[config.mk]
export PLATFORM = sky130hd
export DESIGN_NAME = rgb_linear_fade_engine_unit_flat
export DESIGN_NICKNAME = d
export VERILOG_FILES = /design/src/hw/rtl/rlf_pkg.sv /design/src/hw/rtl/rlf_csr_if.sv /design/src/hw/rtl/rlf_req_if.sv /design/src/hw/rtl/rlf_rsp_if.sv /design/src/hw/rtl/rgb_linear_fade_engine_unit.sv /design/src/hw/rtl/rlf_div.sv /design/src/hw/rtl/rlf_mul.sv /design/src/flat_wrapper.sv
export SDC_FILE = /design/constraint.sdc
export NUM_CORES = 2
export LEC_CHECK = 0
export BUFFER_PORTS_ARGS = -buffer_cell sky130_fd_sc_hd__buf_2
export CORE_MARGIN = 5
export CORE_UTILIZATION = 35
export DETAILED_ROUTE_END_ITERATION = 8
export GPL_TIMING_DRIVEN = 0
export SLEW_MARGIN = 10
export SYNTH_ARGS = -nofsm -noshare
export SYNTH_HDL_FRONTEND = slang
export SYNTH_HIERARCHICAL = 1
export SYNTH_SLANG_ARGS = --single-unit
[constraint.sdc]
create_clock -name clock -period 11.2 [get_ports clock]
set_input_delay 1.12 -clock clock [delete_from_list [all_inputs] [get_ports clock]]
set_output_delay 1.12 -clock clock [all_outputs]
set_load 0.03 [all_outputs]
[src/hw/rtl/rlf_pkg.sv]
// Shared types, widths and codes for the RGB linear fade engine.
`timescale 1ns / 1ps

package rlf_pkg;

   localparam int COLOR_W  = 8;
   localparam int INDEX_W  = 16;
   localparam int IV_W     = 10;
   localparam int MS_W     = 16;
   localparam int REQ_W    = 2;
   localparam int CONF_W   = 2;
   localparam int CHANNELS = 3;

   localparam logic [IV_W-1:0] IV_RESET = 10'd20;

   typedef logic [COLOR_W-1:0] color_type;

   typedef enum logic [REQ_W-1:0] {
      REQ_SET  = 2'd0,
      REQ_TICK = 2'd1,
      REQ_OFF  = 2'd2
   } req_code_type;

   typedef enum logic [CONF_W-1:0] {
      CONF_NONE     = 2'd0,
      CONF_SET_DONE = 2'd1,
      CONF_ABORTED  = 2'd2,
      CONF_OFF_DONE = 2'd3
   } confirm_type;

   typedef enum logic [1:0] {
      MODE_OFF     = 2'd0,
      MODE_RAMPING = 2'd1,
      MODE_STABLE  = 2'd2
   } mode_type;

   typedef enum logic [3:0] {
      ST_IDLE,
      ST_ABORT_OUT,
      ST_SET_START,
      ST_CNT_DIV,
      ST_STEP_DIV,
      ST_TICK_MUL,
      ST_TICK_OUT,
      ST_DONE_OUT,
      ST_OFF_OUT
   } state_type;

endpackage

[src/hw/rtl/rlf_csr_if.sv]
// Configuration write channel carrying the tick interval.
`timescale 1ns / 1ps

interface rlf_csr_if;
   logic                      valid;
   logic                      ready;
   logic [rlf_pkg::IV_W-1:0]  tick_interval_ms;

   modport source (output valid, output tick_interval_ms, input ready);
   modport sink (input valid, input tick_interval_ms, output ready);
endinterface

[src/hw/rtl/rlf_req_if.sv]
// Request channel: set, tick and off transactions.
`timescale 1ns / 1ps

interface rlf_req_if;
   logic                         valid;
   logic                         ready;
   logic [rlf_pkg::REQ_W-1:0]    req_type;
   logic [rlf_pkg::COLOR_W-1:0]  target_red;
   logic [rlf_pkg::COLOR_W-1:0]  target_green;
   logic [rlf_pkg::COLOR_W-1:0]  target_blue;
   logic [rlf_pkg::MS_W-1:0]     ramp_ms;

   modport source (output valid, output req_type, output target_red, output target_green,
                   output target_blue, output ramp_ms, input ready);
   modport sink (input valid, input req_type, input target_red, input target_green,
                 input target_blue, input ramp_ms, output ready);
endinterface

[src/hw/rtl/rlf_rsp_if.sv]
// Result channel: driven colour, LED write flag and confirmation.
`timescale 1ns / 1ps

interface rlf_rsp_if;
   logic                         valid;
   logic                         ready;
   logic [rlf_pkg::COLOR_W-1:0]  out_red;
   logic [rlf_pkg::COLOR_W-1:0]  out_green;
   logic [rlf_pkg::COLOR_W-1:0]  out_blue;
   logic                         led_write;
   logic [rlf_pkg::CONF_W-1:0]   confirm;
   logic                         last;

   modport source (output valid, output out_red, output out_green, output out_blue,
                   output led_write, output confirm, output last, input ready);
   modport sink (input valid, input out_red, input out_green, input out_blue,
                 input led_write, input confirm, input last, output ready);
endinterface

[src/hw/rtl/rgb_linear_fade_engine_unit.sv]
// Top level of the RGB linear fade engine: control sequencer, ramp state and result register.
// Channels: req_chan takes set, tick and off transactions; rsp_chan returns results;
// csr_chan writes the tick interval in milliseconds (always ready, zero acts as one).
// One request is worked at a time; req_chan.ready is high only while the sequencer idles,
// and a finished result waits in the output register without holding up the next request.
// Set request: a serial divider forms the tick count, then three serial dividers form the
// per-channel steps; a set during a ramp first emits the aborted result.
// Tick while ramping: three serial multipliers form step * index; the ramp result leaves
// once they finish, and on the last tick the set-done result follows it.
// Off request: one result. Other ticks and code 3 give none.
// Throughput is set by the serial divider and multiplier lanes, one bit per cycle, and by receiver stalls.
// Reset: synchronous; mode off, colour zero, interval 20 ms, no result pending.
// Receiver stall: a result holds on rsp_chan until taken; the sequencer waits for the
// output register before it emits the next one.
`timescale 1ns / 1ps

module rgb_linear_fade_engine_unit #(
   parameter int FRAC_BITS = 16
) (
   input  logic        clock,
   input  logic        reset,
   rlf_csr_if.sink     csr_chan,
   rlf_req_if.sink     req_chan,
   rlf_rsp_if.source   rsp_chan
);

   localparam int CW     = rlf_pkg::COLOR_W;
   localparam int NCH    = rlf_pkg::CHANNELS;
   localparam int IXW    = rlf_pkg::INDEX_W;
   localparam int MAG_W  = CW + FRAC_BITS;
   localparam int CNT_NW = rlf_pkg::MS_W + 1;

   rlf_pkg::state_type state_ff, state_in;
   rlf_pkg::mode_type  mode_ff, mode_in;

   logic [rlf_pkg::IV_W-1:0] iv_ff;
   logic [rlf_pkg::MS_W-1:0] ramp_ms_ff, ramp_ms_in;
   logic [CW-1:0]            current_ff [NCH];
   logic [CW-1:0]            current_in [NCH];
   logic [CW-1:0]            start_ff [NCH];
   logic [CW-1:0]            start_in [NCH];
   logic [CW-1:0]            goal_ff [NCH];
   logic [CW-1:0]            goal_in [NCH];
   logic [MAG_W-1:0]         step_mag_ff [NCH];
   logic [MAG_W-1:0]         step_mag_in [NCH];
   logic [NCH-1:0]           step_neg_ff, step_neg_in;
   logic [IXW-1:0]           index_ff, index_in;
   logic [IXW-1:0]           total_ff, total_in;

   logic                     rsp_valid_ff, rsp_valid_in;
   logic [CW-1:0]            rsp_color_ff [NCH];
   logic                     rsp_write_ff;
   logic [rlf_pkg::CONF_W-1:0] rsp_confirm_ff;
   logic                     rsp_last_ff;

   logic                     req_accept;
   logic                     slot_free;
   logic                     emit;
   logic [CW-1:0]            emit_color [NCH];
   logic                     emit_write;
   rlf_pkg::confirm_type     emit_confirm;
   logic                     emit_last;
   logic                     differs;

   logic [rlf_pkg::IV_W-1:0] iv_eff;
   logic [CNT_NW-1:0]        cnt_numer;
   logic [CNT_NW-1:0]        cnt_quot;
   logic                     cnt_done;
   logic                     cnt_start;
   logic [IXW-1:0]           cnt_value;

   logic                     step_start;
   logic [NCH-1:0]           step_done;
   logic [MAG_W-1:0]         step_numer [NCH];
   logic [MAG_W-1:0]         step_quot [NCH];
   logic [CW-1:0]            diff_mag [NCH];

   logic                     mul_start;
   logic [NCH-1:0]           mul_done;
   logic [MAG_W-1:0]         prod [NCH];
   logic [CW-1:0]            ramp_color [NCH];
   logic [CW:0]              fl_mag [NCH];
   logic [CW+2:0]            ramp_sum [NCH];

   assign req_accept       = req_chan.valid && req_chan.ready;
   assign req_chan.ready   = (state_ff == rlf_pkg::ST_IDLE);
   assign csr_chan.ready   = 1'b1;
   assign slot_free        = !rsp_valid_ff || rsp_chan.ready;

   always_comb begin
      iv_eff    = (iv_ff == '0) ? rlf_pkg::IV_W'(1) : iv_ff;
      cnt_numer = CNT_NW'(ramp_ms_ff) + CNT_NW'(iv_eff) - CNT_NW'(1);
      cnt_value = (cnt_quot[IXW-1:0] == '0) ? IXW'(1) : cnt_quot[IXW-1:0];
      for (int c = 0; c < NCH; c++) begin
         diff_mag[c]   = (goal_ff[c] >= start_ff[c]) ? goal_ff[c] - start_ff[c]
                                                     : start_ff[c] - goal_ff[c];
         step_numer[c] = {diff_mag[c], {FRAC_BITS{1'b0}}};
      end
   end

   always_comb begin
      for (int c = 0; c < NCH; c++) begin
         fl_mag[c] = {1'b0, prod[c][MAG_W-1:FRAC_BITS]};
         if (step_neg_ff[c]) begin
            fl_mag[c]   = fl_mag[c] + (CW+1)'(|prod[c][FRAC_BITS-1:0]);
            ramp_sum[c] = (CW+3)'(start_ff[c]) - (CW+3)'(fl_mag[c]);
         end else begin
            ramp_sum[c] = (CW+3)'(start_ff[c]) + (CW+3)'(fl_mag[c]);
         end
         priority if (ramp_sum[c][CW+2]) begin
            ramp_color[c] = '0;
         end else if (ramp_sum[c][CW+1:CW] != '0) begin
            ramp_color[c] = '1;
         end else begin
            ramp_color[c] = ramp_sum[c][CW-1:0];
         end
      end
   end

   rlf_div #(.NUM_W(CNT_NW), .DEN_W(rlf_pkg::IV_W)) u_cnt_div (
      .clock  (clock),
      .reset  (reset),
      .start  (cnt_start),
      .numer  (cnt_numer),
      .denom  (iv_eff),
      .done   (cnt_done),
      .quot   (cnt_quot)
   );

   for (genvar g = 0; g < NCH; g++) begin : g_lane
      rlf_div #(.NUM_W(MAG_W), .DEN_W(IXW)) u_step_div (
         .clock  (clock),
         .reset  (reset),
         .start  (step_start),
         .numer  (step_numer[g]),
         .denom  (cnt_value),
         .done   (step_done[g]),
         .quot   (step_quot[g])
      );

      rlf_mul #(.MC_W(MAG_W), .MP_W(IXW)) u_ramp_mul (
         .clock  (clock),
         .reset  (reset),
         .start  (mul_start),
         .mcand  (step_mag_ff[g]),
         .mplier (index_ff),
         .done   (mul_done[g]),
         .prod   (prod[g])
      );
   end

   always_comb begin
      state_in    = state_ff;
      mode_in     = mode_ff;
      ramp_ms_in  = ramp_ms_ff;
      index_in    = index_ff;
      total_in    = total_ff;
      step_neg_in = step_neg_ff;
      for (int c = 0; c < NCH; c++) begin
         current_in[c]  = current_ff[c];
         start_in[c]    = start_ff[c];
         goal_in[c]     = goal_ff[c];
         step_mag_in[c] = step_mag_ff[c];
         emit_color[c]  = current_ff[c];
      end
      cnt_start    = 1'b0;
      step_start   = 1'b0;
      mul_start    = 1'b0;
      emit         = 1'b0;
      emit_write   = 1'b0;
      emit_confirm = rlf_pkg::CONF_NONE;
      emit_last    = 1'b1;
      differs      = 1'b0;
      for (int c = 0; c < NCH; c++) begin
         differs = differs || (current_ff[c] != goal_ff[c]);
      end

      unique case (state_ff)
         rlf_pkg::ST_IDLE: begin
            if (req_accept) begin
               unique case (req_chan.req_type)
                  rlf_pkg::REQ_SET: begin
                     goal_in[0] = req_chan.target_red;
                     goal_in[1] = req_chan.target_green;
                     goal_in[2] = req_chan.target_blue;
                     for (int c = 0; c < NCH; c++) begin
                        start_in[c] = current_ff[c];
                     end
                     ramp_ms_in = req_chan.ramp_ms;
                     state_in   = (mode_ff == rlf_pkg::MODE_RAMPING) ? rlf_pkg::ST_ABORT_OUT
                                                                    : rlf_pkg::ST_SET_START;
                  end
                  rlf_pkg::REQ_TICK: begin
                     if (mode_ff == rlf_pkg::MODE_RAMPING) begin
                        mul_start = 1'b1;
                        state_in  = rlf_pkg::ST_TICK_MUL;
                     end
                  end
                  rlf_pkg::REQ_OFF: begin
                     state_in = rlf_pkg::ST_OFF_OUT;
                  end
                  default: begin
                  end
               endcase
            end
         end
         rlf_pkg::ST_ABORT_OUT: begin
            if (slot_free) begin
               emit         = 1'b1;
               emit_confirm = rlf_pkg::CONF_ABORTED;
               state_in     = rlf_pkg::ST_SET_START;
            end
         end
         rlf_pkg::ST_SET_START: begin
            cnt_start = 1'b1;
            state_in  = rlf_pkg::ST_CNT_DIV;
         end
         rlf_pkg::ST_CNT_DIV: begin
            if (cnt_done) begin
               total_in   = cnt_value;
               step_start = 1'b1;
               state_in   = rlf_pkg::ST_STEP_DIV;
            end
         end
         rlf_pkg::ST_STEP_DIV: begin
            if (&step_done) begin
               for (int c = 0; c < NCH; c++) begin
                  step_mag_in[c] = step_quot[c];
                  step_neg_in[c] = (goal_ff[c] < start_ff[c]);
               end
               index_in = '0;
               mode_in  = rlf_pkg::MODE_RAMPING;
               state_in = rlf_pkg::ST_IDLE;
            end
         end
         rlf_pkg::ST_TICK_MUL: begin
            if (&mul_done) begin
               for (int c = 0; c < NCH; c++) begin
                  current_in[c] = ramp_color[c];
               end
               index_in = index_ff + IXW'(1);
               state_in = rlf_pkg::ST_TICK_OUT;
            end
         end
         rlf_pkg::ST_TICK_OUT: begin
            if (slot_free) begin
               emit       = 1'b1;
               emit_write = 1'b1;
               emit_last  = (index_ff != total_ff);
               state_in   = (index_ff == total_ff) ? rlf_pkg::ST_DONE_OUT : rlf_pkg::ST_IDLE;
            end
         end
         rlf_pkg::ST_DONE_OUT: begin
            if (slot_free) begin
               emit         = 1'b1;
               emit_write   = differs;
               emit_confirm = rlf_pkg::CONF_SET_DONE;
               for (int c = 0; c < NCH; c++) begin
                  emit_color[c] = goal_ff[c];
                  current_in[c] = goal_ff[c];
               end
               mode_in  = rlf_pkg::MODE_STABLE;
               state_in = rlf_pkg::ST_IDLE;
            end
         end
         rlf_pkg::ST_OFF_OUT: begin
            if (slot_free) begin
               emit         = 1'b1;
               emit_write   = (mode_ff != rlf_pkg::MODE_OFF);
               emit_confirm = rlf_pkg::CONF_OFF_DONE;
               for (int c = 0; c < NCH; c++) begin
                  emit_color[c] = '0;
                  current_in[c] = '0;
               end
               mode_in  = rlf_pkg::MODE_OFF;
               state_in = rlf_pkg::ST_IDLE;
            end
         end
         default: begin
            state_in = rlf_pkg::ST_IDLE;
         end
      endcase

      rsp_valid_in = emit || (rsp_valid_ff && !rsp_chan.ready);
   end

   always_ff @(posedge clock) begin
      if (reset) begin
         state_ff     <= rlf_pkg::ST_IDLE;
         mode_ff      <= rlf_pkg::MODE_OFF;
         iv_ff        <= rlf_pkg::IV_RESET;
         rsp_valid_ff <= 1'b0;
         index_ff     <= '0;
         total_ff     <= '0;
         step_neg_ff  <= '0;
         for (int c = 0; c < NCH; c++) begin
            current_ff[c]  <= '0;
            start_ff[c]    <= '0;
            goal_ff[c]     <= '0;
            step_mag_ff[c] <= '0;
         end
      end else begin
         state_ff     <= state_in;
         mode_ff      <= mode_in;
         rsp_valid_ff <= rsp_valid_in;
         index_ff     <= index_in;
         total_ff     <= total_in;
         step_neg_ff  <= step_neg_in;
         for (int c = 0; c < NCH; c++) begin
            current_ff[c]  <= current_in[c];
            start_ff[c]    <= start_in[c];
            goal_ff[c]     <= goal_in[c];
            step_mag_ff[c] <= step_mag_in[c];
         end
         if (csr_chan.valid) begin
            iv_ff <= csr_chan.tick_interval_ms;
         end
      end
   end

   always_ff @(posedge clock) begin
      ramp_ms_ff <= ramp_ms_in;
      if (emit) begin
         for (int c = 0; c < NCH; c++) begin
            rsp_color_ff[c] <= emit_color[c];
         end
         rsp_write_ff   <= emit_write;
         rsp_confirm_ff <= emit_confirm;
         rsp_last_ff    <= emit_last;
      end
   end

   assign rsp_chan.valid     = rsp_valid_ff;
   assign rsp_chan.out_red   = rsp_color_ff[0];
   assign rsp_chan.out_green = rsp_color_ff[1];
   assign rsp_chan.out_blue  = rsp_color_ff[2];
   assign rsp_chan.led_write = rsp_write_ff;
   assign rsp_chan.confirm   = rsp_confirm_ff;
   assign rsp_chan.last      = rsp_last_ff;

endmodule

[src/hw/rtl/rlf_div.sv]
// Bit-serial restoring divider, one quotient bit per cycle.
`timescale 1ns / 1ps

module rlf_div #(
   parameter int NUM_W = 17,
   parameter int DEN_W = 10
) (
   input  logic             clock,
   input  logic             reset,
   input  logic             start,
   input  logic [NUM_W-1:0] numer,
   input  logic [DEN_W-1:0] denom,
   output logic             done,
   output logic [NUM_W-1:0] quot
);

   localparam int CNT_W = $clog2(NUM_W + 1);

   logic             run_ff, run_in;
   logic             done_ff, done_in;
   logic [CNT_W-1:0] cnt_ff, cnt_in;
   logic [NUM_W-1:0] num_ff, num_in;
   logic [DEN_W-1:0] rem_ff, rem_in;
   logic [DEN_W-1:0] den_ff, den_in;
   logic [DEN_W:0]   trial;
   logic             fits;

   always_comb begin
      trial   = {rem_ff, num_ff[NUM_W-1]};
      fits    = (trial >= {1'b0, den_ff});
      run_in  = run_ff;
      done_in = 1'b0;
      cnt_in  = cnt_ff;
      num_in  = num_ff;
      rem_in  = rem_ff;
      den_in  = den_ff;
      if (start) begin
         run_in = 1'b1;
         cnt_in = '0;
         num_in = numer;
         rem_in = '0;
         den_in = denom;
      end else if (run_ff) begin
         cnt_in = cnt_ff + CNT_W'(1);
         num_in = {num_ff[NUM_W-2:0], fits};
         rem_in = fits ? DEN_W'(trial - {1'b0, den_ff}) : trial[DEN_W-1:0];
         if (cnt_ff == CNT_W'(NUM_W - 1)) begin
            run_in  = 1'b0;
            done_in = 1'b1;
         end
      end
   end

   always_ff @(posedge clock) begin
      if (reset) begin
         run_ff  <= 1'b0;
         done_ff <= 1'b0;
         cnt_ff  <= '0;
      end else begin
         run_ff  <= run_in;
         done_ff <= done_in;
         cnt_ff  <= cnt_in;
      end
   end

   always_ff @(posedge clock) begin
      num_ff <= num_in;
      rem_ff <= rem_in;
      den_ff <= den_in;
   end

   assign done = done_ff;
   assign quot = num_ff;

endmodule

[src/hw/rtl/rlf_mul.sv]
// Bit-serial shift-and-add multiplier, one multiplier bit per cycle, MSB first.
`timescale 1ns / 1ps

module rlf_mul #(
   parameter int MC_W = 24,
   parameter int MP_W = 16
) (
   input  logic            clock,
   input  logic            reset,
   input  logic            start,
   input  logic [MC_W-1:0] mcand,
   input  logic [MP_W-1:0] mplier,
   output logic            done,
   output logic [MC_W-1:0] prod
);

   localparam int CNT_W = $clog2(MP_W + 1);

   logic             run_ff, run_in;
   logic             done_ff, done_in;
   logic [CNT_W-1:0] cnt_ff, cnt_in;
   logic [MC_W-1:0]  mcand_ff, mcand_in;
   logic [MP_W-1:0]  mplier_ff, mplier_in;
   logic [MC_W-1:0]  acc_ff, acc_in;

   always_comb begin
      run_in    = run_ff;
      done_in   = 1'b0;
      cnt_in    = cnt_ff;
      mcand_in  = mcand_ff;
      mplier_in = mplier_ff;
      acc_in    = acc_ff;
      if (start) begin
         run_in    = 1'b1;
         cnt_in    = '0;
         mcand_in  = mcand;
         mplier_in = mplier;
         acc_in    = '0;
      end else if (run_ff) begin
         cnt_in    = cnt_ff + CNT_W'(1);
         mplier_in = {mplier_ff[MP_W-2:0], 1'b0};
         acc_in    = {acc_ff[MC_W-2:0], 1'b0} + (mplier_ff[MP_W-1] ? mcand_ff : '0);
         if (cnt_ff == CNT_W'(MP_W - 1)) begin
            run_in  = 1'b0;
            done_in = 1'b1;
         end
      end
   end

   always_ff @(posedge clock) begin
      if (reset) begin
         run_ff  <= 1'b0;
         done_ff <= 1'b0;
         cnt_ff  <= '0;
      end else begin
         run_ff  <= run_in;
         done_ff <= done_in;
         cnt_ff  <= cnt_in;
      end
   end

   always_ff @(posedge clock) begin
      mcand_ff  <= mcand_in;
      mplier_ff <= mplier_in;
      acc_ff    <= acc_in;
   end

   assign done = done_ff;
   assign prod = acc_ff;

endmodule

[src/flat_wrapper.sv]
// flat-port wrapper written by rule: the top's interface ports become plain ports
module rgb_linear_fade_engine_unit_flat 
#(
   parameter int FRAC_BITS = 16
)
  (clock, reset, csr_chan_valid, csr_chan_tick_interval_ms, csr_chan_ready, req_chan_valid, req_chan_req_type, req_chan_target_red, req_chan_target_green, req_chan_target_blue, req_chan_ramp_ms, req_chan_ready, rsp_chan_valid, rsp_chan_out_red, rsp_chan_out_green, rsp_chan_out_blue, rsp_chan_led_write, rsp_chan_confirm, rsp_chan_last, rsp_chan_ready);
  rlf_csr_if csr_chan_i ();
  rlf_req_if req_chan_i ();
  rlf_rsp_if rsp_chan_i ();
  input  logic clock;
  input  logic reset;
  input wire logic [$bits(csr_chan_i.valid)-1:0] csr_chan_valid;
  input wire logic [$bits(csr_chan_i.tick_interval_ms)-1:0] csr_chan_tick_interval_ms;
  output wire logic [$bits(csr_chan_i.ready)-1:0] csr_chan_ready;
  input wire logic [$bits(req_chan_i.valid)-1:0] req_chan_valid;
  input wire logic [$bits(req_chan_i.req_type)-1:0] req_chan_req_type;
  input wire logic [$bits(req_chan_i.target_red)-1:0] req_chan_target_red;
  input wire logic [$bits(req_chan_i.target_green)-1:0] req_chan_target_green;
  input wire logic [$bits(req_chan_i.target_blue)-1:0] req_chan_target_blue;
  input wire logic [$bits(req_chan_i.ramp_ms)-1:0] req_chan_ramp_ms;
  output wire logic [$bits(req_chan_i.ready)-1:0] req_chan_ready;
  output wire logic [$bits(rsp_chan_i.valid)-1:0] rsp_chan_valid;
  output wire logic [$bits(rsp_chan_i.out_red)-1:0] rsp_chan_out_red;
  output wire logic [$bits(rsp_chan_i.out_green)-1:0] rsp_chan_out_green;
  output wire logic [$bits(rsp_chan_i.out_blue)-1:0] rsp_chan_out_blue;
  output wire logic [$bits(rsp_chan_i.led_write)-1:0] rsp_chan_led_write;
  output wire logic [$bits(rsp_chan_i.confirm)-1:0] rsp_chan_confirm;
  output wire logic [$bits(rsp_chan_i.last)-1:0] rsp_chan_last;
  input wire logic [$bits(rsp_chan_i.ready)-1:0] rsp_chan_ready;
  assign csr_chan_i.valid = csr_chan_valid;
  assign csr_chan_i.tick_interval_ms = csr_chan_tick_interval_ms;
  assign csr_chan_ready = csr_chan_i.ready;
  assign req_chan_i.valid = req_chan_valid;
  assign req_chan_i.req_type = req_chan_req_type;
  assign req_chan_i.target_red = req_chan_target_red;
  assign req_chan_i.target_green = req_chan_target_green;
  assign req_chan_i.target_blue = req_chan_target_blue;
  assign req_chan_i.ramp_ms = req_chan_ramp_ms;
  assign req_chan_ready = req_chan_i.ready;
  assign rsp_chan_valid = rsp_chan_i.valid;
  assign rsp_chan_out_red = rsp_chan_i.out_red;
  assign rsp_chan_out_green = rsp_chan_i.out_green;
  assign rsp_chan_out_blue = rsp_chan_i.out_blue;
  assign rsp_chan_led_write = rsp_chan_i.led_write;
  assign rsp_chan_confirm = rsp_chan_i.confirm;
  assign rsp_chan_last = rsp_chan_i.last;
  assign rsp_chan_i.ready = rsp_chan_ready;
  rgb_linear_fade_engine_unit #(.FRAC_BITS(FRAC_BITS)) u_core (.clock(clock), .reset(reset), .csr_chan(csr_chan_i), .req_chan(req_chan_i), .rsp_chan(rsp_chan_i));
endmodule
# Word level (Yosys, flattened, before mapping)
# Memories as Yosys holds them, arrays and structs flattened.
# Cells that the tools add are included.
classes:
  addsub: 32
  order_cmp: 10
  eq_ne: 34
  n_mux: 128
  n_bitwise: 19
  n_reduce_logical: 49
ops:
  columns: ["cell", "n"]
  rows:
  - ["$mux W24", 21]
  - ["$mux W16", 12]
  - ["$mux W72", 2]
  - ["$mux W8", 18]
  - ["$add A24 B24 Y24", 3]
  - ["$pmux W24 S3", 1]
  - ["$ge A17 B16 Y1", 3]
  - ["$pmux W24 S2", 1]
  - ["$reduce_or A16 Y1", 3]
  - ["$sub A16 B16 Y16", 3]
  - ["$sub A8 B8 Y8", 6]
  - ["$mux W1", 45]
  - ["$add A5 B1 Y5 const B", 7]
  - ["$mux W17", 2]
  - ["$mux W11", 3]
  - ["$mux W4", 8]
  - ["$pmux W16 S2", 1]
  - ["$pmux W4 S8", 1]
  - ["$sub A8 B9 Y10", 3]
  - ["$add A8 B1 Y9", 3]
  - ["$add A8 B8 Y9", 3]
  - ["$ge A8 B8 Y1", 3]
  - ["$lt A8 B8 Y1", 3]
  - ["$ne A8 B8 Y1", 3]
  - ["43 further kinds", 114]
totals:
  register_bits: 486
  ramBits: 168
  in_bits: 57
  output_inout_bits: 31
  n_memories: 5
mem_list:
  columns: ["name", "words", "word_bits", "read_ports", "rd_ports_with_merged_regs", "wr", "line", "source"]
  rows:
  - ["u_core.step_mag_ff", 3, 24, 3, 0, 3, "rgb_linear_fade_engine_unit.sv:44", "logic [MAG_W-1:0] step_mag_ff [NCH];"]
  - ["u_core.current_ff", 3, 8, 3, 0, 3, "rgb_linear_fade_engine_unit.sv:38", "logic [CW-1:0] current_ff [NCH];"]
  - ["u_core.goal_ff", 3, 8, 3, 0, 3, "rgb_linear_fade_engine_unit.sv:42", "logic [CW-1:0] goal_ff [NCH];"]
  - ["u_core.rsp_color_ff", 3, 8, 3, 0, 3, "rgb_linear_fade_engine_unit.sv:51", "logic [CW-1:0] rsp_color_ff [NCH];"]
  - ["u_core.start_ff", 3, 8, 3, 0, 3, "rgb_linear_fade_engine_unit.sv:40", "logic [CW-1:0] start_ff [NCH];"]

# Longest topological paths before layout
depth:
  ltp_word: 10
  depth_mapped: 15

# Hierarchy
# The synthesis kept the hierarchy.
modules_own_cells:
  columns: ["mod", "instances", "cells_per_inst", "area_each_um2", "seq_area_each_um2"]
  rows:
  - ["rgb_linear_fade_engine_unit", 1, 1851, 15144.5, 5245.0]
  - ["rlf_div at u_core.g_lane[0].u_step_div ...", 3, 321, 3464.6, 1661.6]
  - ["rlf_mul at u_core.g_lane[0].u_ramp_mul ...", 2, 358, 3816.2, 1821.7]
  - ["rlf_mul at u_core.g_lane[2].u_ramp_mul", 1, 345, 3702.3, 1821.7]
  - ["rlf_div at u_core.u_cnt_div", 1, 198, 2275.9, 1151.1]

# Worst setup path before layout
# No wires, ideal clock.
synth_path:
  path_type: "reg-to-reg"
  start: "register u_core.state_ff[2]"
  end: "register u_core.g_lane[2].u_ramp_mul.mplier_ff[0] (enable)"
  setup_time_ns: 0.364
  arrival_time_ns: 4.725
  slack_ns: 6.111
  stages_incl_launch_ff: 8
  cell_sequence: "dfxtp_1 -> clkbuf_1 -> nor4_1 -> and4_1 -> clkbuf_1 -> nor2_1 -> clkbuf_1 -> inv_1"
synth_via:
  elab_chain_len: 5
synth_rtl:
  columns: ["element", "line", "source"]
  rows:
  - ["from (decl)", "rgb_linear_fade_engine_unit.sv:33", "rlf_pkg::state_type state_ff, state_in;"]
  - ["from (signal assigned)", "rgb_linear_fade_engine_unit.sv:289", "state_ff <= rlf_pkg::ST_IDLE;"]
  - ["from (signal assigned)", "rgb_linear_fade_engine_unit.sv:303", "state_ff <= state_in;"]
  - ["$logic_not A4 Y1 (*)", "rgb_linear_fade_engine_unit.sv:86", "assign req_chan.ready = (state_ff == rlf_pkg::ST_IDLE);"]
  - ["via req_chan_ready", "flat_wrapper.sv:21", "output wire logic [$bits(req_chan_i.ready)-1:0] req_chan_ready;"]
  - ["$logic_and A1 B1 Y1", "rgb_linear_fade_engine_unit.sv:85", "assign req_accept = req_chan.valid && req_chan.ready;"]
  - ["$mux W1", "rgb_linear_fade_engine_unit.sv:180", "if (req_accept) begin"]
  - ["$mux W1 (*)", "rgb_linear_fade_engine_unit.sv:178", "unique case (state_ff)"]
  - ["via u_core.mul_start", "rgb_linear_fade_engine_unit.sv:78", "logic mul_start;"]
  - ["$reduce_bool A2 Y1 (no source line) (*)", null, null]
  - ["to (signal assigned)", "rlf_mul.sv:64", "mplier_ff <= mplier_in;"]
  - ["to (decl)", "rlf_mul.sv:23", "logic [MP_W-1:0] mplier_ff, mplier_in;"]
# The timed path passes the listed nets; every way through them passes the cells marked *.
# A chain may end at the register's enable or synchronous reset.

# Worst setup path in the final report
layout_path:
  start: "register u_core.state_ff[0]"
  end: "register u_core.g_lane[0].u_step_div.num_ff[19] (enable)"
layout_via:
  elab_chain_len: 3
layout_rtl:
  columns: ["element", "line", "source"]
  rows:
  - ["$eq A4 B2 Y1", "rgb_linear_fade_engine_unit.sv:178", null]
  - ["$mux W1", "rgb_linear_fade_engine_unit.sv:178", null]
  - ["via u_core.step_start", "rgb_linear_fade_engine_unit.sv:72", "logic step_start;"]
  - ["$reduce_bool A2 Y1 (no source line)", null, null]
  - ["to (signal assigned)", "rlf_div.sv:67", "num_ff <= num_in;"]
  - ["to (decl)", "rlf_div.sv:22", "logic [NUM_W-1:0] num_ff, num_in;"]
# The timed path passes the listed nets, and every way through them passes these cells.

==> flow_summary.toml <==
[clocking]
clock_latency_ns = 0.64
clock-sinks = 686
post_cts_buffers = 0
htree_levels = 3
cts_tree = "yes"
cts_made_buffers = 79
clkTransAtPathRegs_ns = 0.06
cts_root_buffer = "clkbuf_16"
cts_hold_buf = 0
clockBufferDepth = 3
ctsResizeCount = 0

[pwr]
sw_frac_of_total_pct = 29.7
power_frac_seq_pct = 41.9
clkPwrFrac_pct = 37.8
p_comb_share_pct = 20.3
vdd_drop_max_mv = 0.131
powerDensity_mw_per_mm2 = 159
p_switching_mw = 2.09
p_leak_nw = 16.9
power_mw = 7.05
internal_power_mw = 4.96

[yosys]
syn_inst = 4073
yosysTopAreaCell = "edfxtp_1"
syn_area_mm2 = 0.0391
ys_dominant_reg_cell = "dfxtp_1"
synthDistinctLibCells = 96
yosysTopAreaCellShare_pct = 23.9
synth_area_per_cell_um2 = 9.61
synth_edf_count = 311
ys_seq_elements = 686
synthArstFlopShare_pct = 0
synth-seq-area-share_pct = 43.0
yosys-top-cells-area = "edfxtp_1 24%, dfxtp_1 19%, ha_1 8.8%"
ys_warn_count = 6

[drt]
dr_total_vias = 30466
via_per_inst = 5.21
drtIter0Drc = 2294
drtPass1Iterations = 5
wl_per_cell_um = 17.9
ant_nets = 0
drc_errors = 0
drt-total-wl_um = 105000

[global_route]
grt_pass1_wl_um = 164000
grt_use_total_pct = 17.3
grt_max_degree = 45
grt_overflow = 0
grt_pass1_vias = 29334
grt_antenna_before_repair = 9

[timing]
finalCritPeriodShare_pct = 40.6
setup_violations = 0
slew_violations = 0
fin_tns_setup_ns = 0
fin_crit_ns = 4.55
fmax_ghz = 0.220
finalClockSkew_ns = 0.0370
rsz0062_at_grt = "no"
hold_viol = 0
slew_headroom_pct = 14.9
hold_ws_ns = 0.408
tightest_slew_ns = 1.28

[setup_path]
cp-start-kind = "register"
r2r_end = "u_core/g_lane[0].u_step_div/quot[19]$_DFFE_PP_"
worstPathMaxFanout = 24
rr_worst_depth = 9
arrival_ns = 4.77
end_kind = "register"
rr_startpoint = "u_core/state_ff[0]$_SDFFE_PP0P_"
worstSetupPathType = "register to register"
cp_data_required_time_ns = 11.42
rrSetupSlack_ns = 6.65

[placement]
gp_congestion = 0.902
post_dp_cell_area_mm2 = 0.0417
place_hpwl_um = 78800
port_buffers = 86
dp.cells = 5698

[die]
die_x_um = 344
die_h_um = 344
die-area_mm2 = 0.119
core-area_mm2 = 0.111
rows = 122
ioPinCount = 88
start_util_pct = 35.3

[hold_path]
holdCritPathClass = "register to register"
worstHoldStart = "u_core/step_mag_ff[0][39]$_SDFFE_PP0P_"
holdPathEnd = "u_core/g_lane[1].u_ramp_mul/mcand_ff[15]$_DFFE_PP_"
min_path_cells = 0

[final_layout]
drive_above_1_share_pct = 10.9
finalNonFillerCells = 5848
final_area_mm2 = 0.0444
syn2layout_area_growth_pct = 13.4
fin_nets = 4646

[status]
status = "complete, no violations"

[job]
max-cap-violations = 0
-- critical path, cell delays in order, from the launching register on --
cell,delay (ns)
dfxtp_1,0.32
buf_2,0.22
inv_1,0.12
nor4b_1,0.35
nand2_1,0.28
clkinv_1,0.22
buf_2,0.44
clkbuf_1,0.74
nor2_1,0.44
inv_1,0.98
-- registers in the layout, summed over array words and instances, names as in the netlist, 4 cells and up --
| name | cells |
|---|---|
| u_core/g_lane.u_ramp_mul/mcand_ff | 72 |
| u_core/g_lane.u_ramp_mul/prod | 72 |
| u_core/g_lane.u_step_div/quot | 72 |
| u_core/step_mag_ff | 72 |
| u_core/g_lane.u_ramp_mul/mplier_ff | 48 |
| u_core/g_lane.u_step_div/den_ff | 48 |
| u_core/g_lane.u_step_div/rem_ff | 48 |
| u_core/current_ff | 24 |
| u_core/goal_ff | 24 |
| u_core/rsp_color_ff | 24 |
| u_core/start_ff | 24 |
| u_core/u_cnt_div/quot | 17 |
| u_core/index_ff | 16 |
| u_core/ramp_ms_ff | 16 |
| u_core/total_ff | 16 |
| u_core/g_lane.u_ramp_mul/cnt_ff | 15 |
| u_core/g_lane.u_step_div/cnt_ff | 15 |
| u_core/iv_ff | 10 |
| u_core/u_cnt_div/den_ff | 10 |
| u_core/u_cnt_div/rem_ff | 10 |
| u_core/u_cnt_div/cnt_ff | 5 |
| u_core/state_ff | 4 |
-- synthesized netlist by cell type (18+ instances only) --
cell        n
nand2_1   460
dfxtp_1   375
a21oi_1   335
edfxtp_1  311
inv_1     277
ha_1      275
nor2_1    274
o21ai_0   148
clkbuf_1  140
mux2_2    140
xnor2_1   117
xor2_1     84
mux2i_1    77
and2_1     76
nor3_1     70
nand3_1    63
a21o_1     61
nand4_1    51
a211oi_1   50
nand2b_1   47
a31oi_1    34
a221oi_1   28
o21a_1     28
a22o_1     27
nor2b_1    27
nor4_1     26
fa_1       23
o31ai_1    21
o211ai_1   20
or3_1      20
o21bai_1   18
-- area by class of cell --
cell class,instances,area [um2]
repair buffers,90,518
multi-input cells,2969,20600
inverters,281,1050
clock buffers,116,2320
flip-flops and latches,686,16800
plain buffers,184,821
well taps,1488,1860
clock inverters,31,360
diodes,3,7.51
fillers,11005,66400
-- per-layer routing --
metal  up-vias  track usage [%]  wire [um]
li1      15041                -          -
met4         6             5.23       3030
met3       174             3.45       6940
met2       801             27.1      45700
met1     14444             24.2      49100
met5         -                0         31
-- placed cells by master (no fill, tap or decap), types with 50 or more instances in the layout --
master     netlist  layout
a211oi_1        50      50
a21o_1          61      61
a21oi_1        335     335
and2_1          76      76
buf_2           11      98
clkbuf_1       140     162
clkbuf_16        0      85
dfxtp_1        375     375
edfxtp_1       311     311
ha_1           275     275
inv_1          277     277
mux2_2         140     140
mux2i_1         77      77
nand2_1        460     460
nand3_1         63      63
nand4_1         51      51
nor2_1         274     273
nor3_1          70      70
o21ai_0        148     148
xnor2_1        117     117
xor2_1          84      84
-- power groups by stage --
stage / Sequential (mW) / Combinational [mW] / Clock, mW
floorplan: 3.04 / 0.940 / 0
global placement: 3.01 / 1.40 / 0
detailed placement: 3.00 / 1.42 / 0
CTS: 2.95 / 1.43 / 2.73
global route: 2.97 / 1.56 / 2.85
finish: 2.95 / 1.43 / 2.66
-- kinds of logic (layout without fill, tap and decap cells) --
family / count (synthesis) / count (layout) / share of synthesized area (%)
and+or+nand+nor: 1224 / 1224 / 14.9
AOI/OAI and AO/OA: 980 / 980 / 16.8
DFF: 686 / 686 / 43.0
buffers and inverters: 465 / 702 / 4.78
adders and majority gates: 298 / 298 / 9.97
muxes: 217 / 217 / 6.00
xor gates and xnor gates: 201 / 201 / 4.50
other: 2 / 52 / 0.0192
-- worst max-delay path by stage --
| stage | from | endpoint | slack (ns) | depth (start not counted) |
|---|---|---|---|---|
| floorplan | u_core/state_ff[2]$_SDFFE_PP0P_ | u_core/g_lane[2].u_ramp_mul/mplier_ff[0]$_SDFFCE_PN0P_ | 6.11 | 7 |
| global placement | req_chan_req_type[1] | u_core/g_lane[2].u_ramp_mul/mplier_ff[7]$_DFFE_PP_ | 4.66 | 8 |
| detailed placement | req_chan_req_type[1] | u_core/g_lane[2].u_ramp_mul/mplier_ff[8]$_DFFE_PP_ | 6.58 | 9 |
| CTS | u_core/state_ff[0]$_SDFFE_PP0P_ | u_core/g_lane[0].u_step_div/quot[19]$_DFFE_PP_ | 6.60 | 9 |
| global route | u_core/state_ff[0]$_SDFFE_PP0P_ | u_core/g_lane[0].u_step_div/quot[19]$_DFFE_PP_ | 6.26 | 9 |
| finish | u_core/state_ff[0]$_SDFFE_PP0P_ | u_core/g_lane[0].u_step_div/quot[19]$_DFFE_PP_ | 6.65 | 9 |
-- per-stage QoR --
stage	util [%]	setup WS, ns
2_1_floorplan	-	6.11
3_3_place_gp	37.6	4.66
3_5_place_dp	37.6	6.58
4_1_cts	40.1	6.60
5_1_grt	40.1	6.26
6_report	40.1	6.65
No activity file was read; power rests on OpenSTA's default activity.
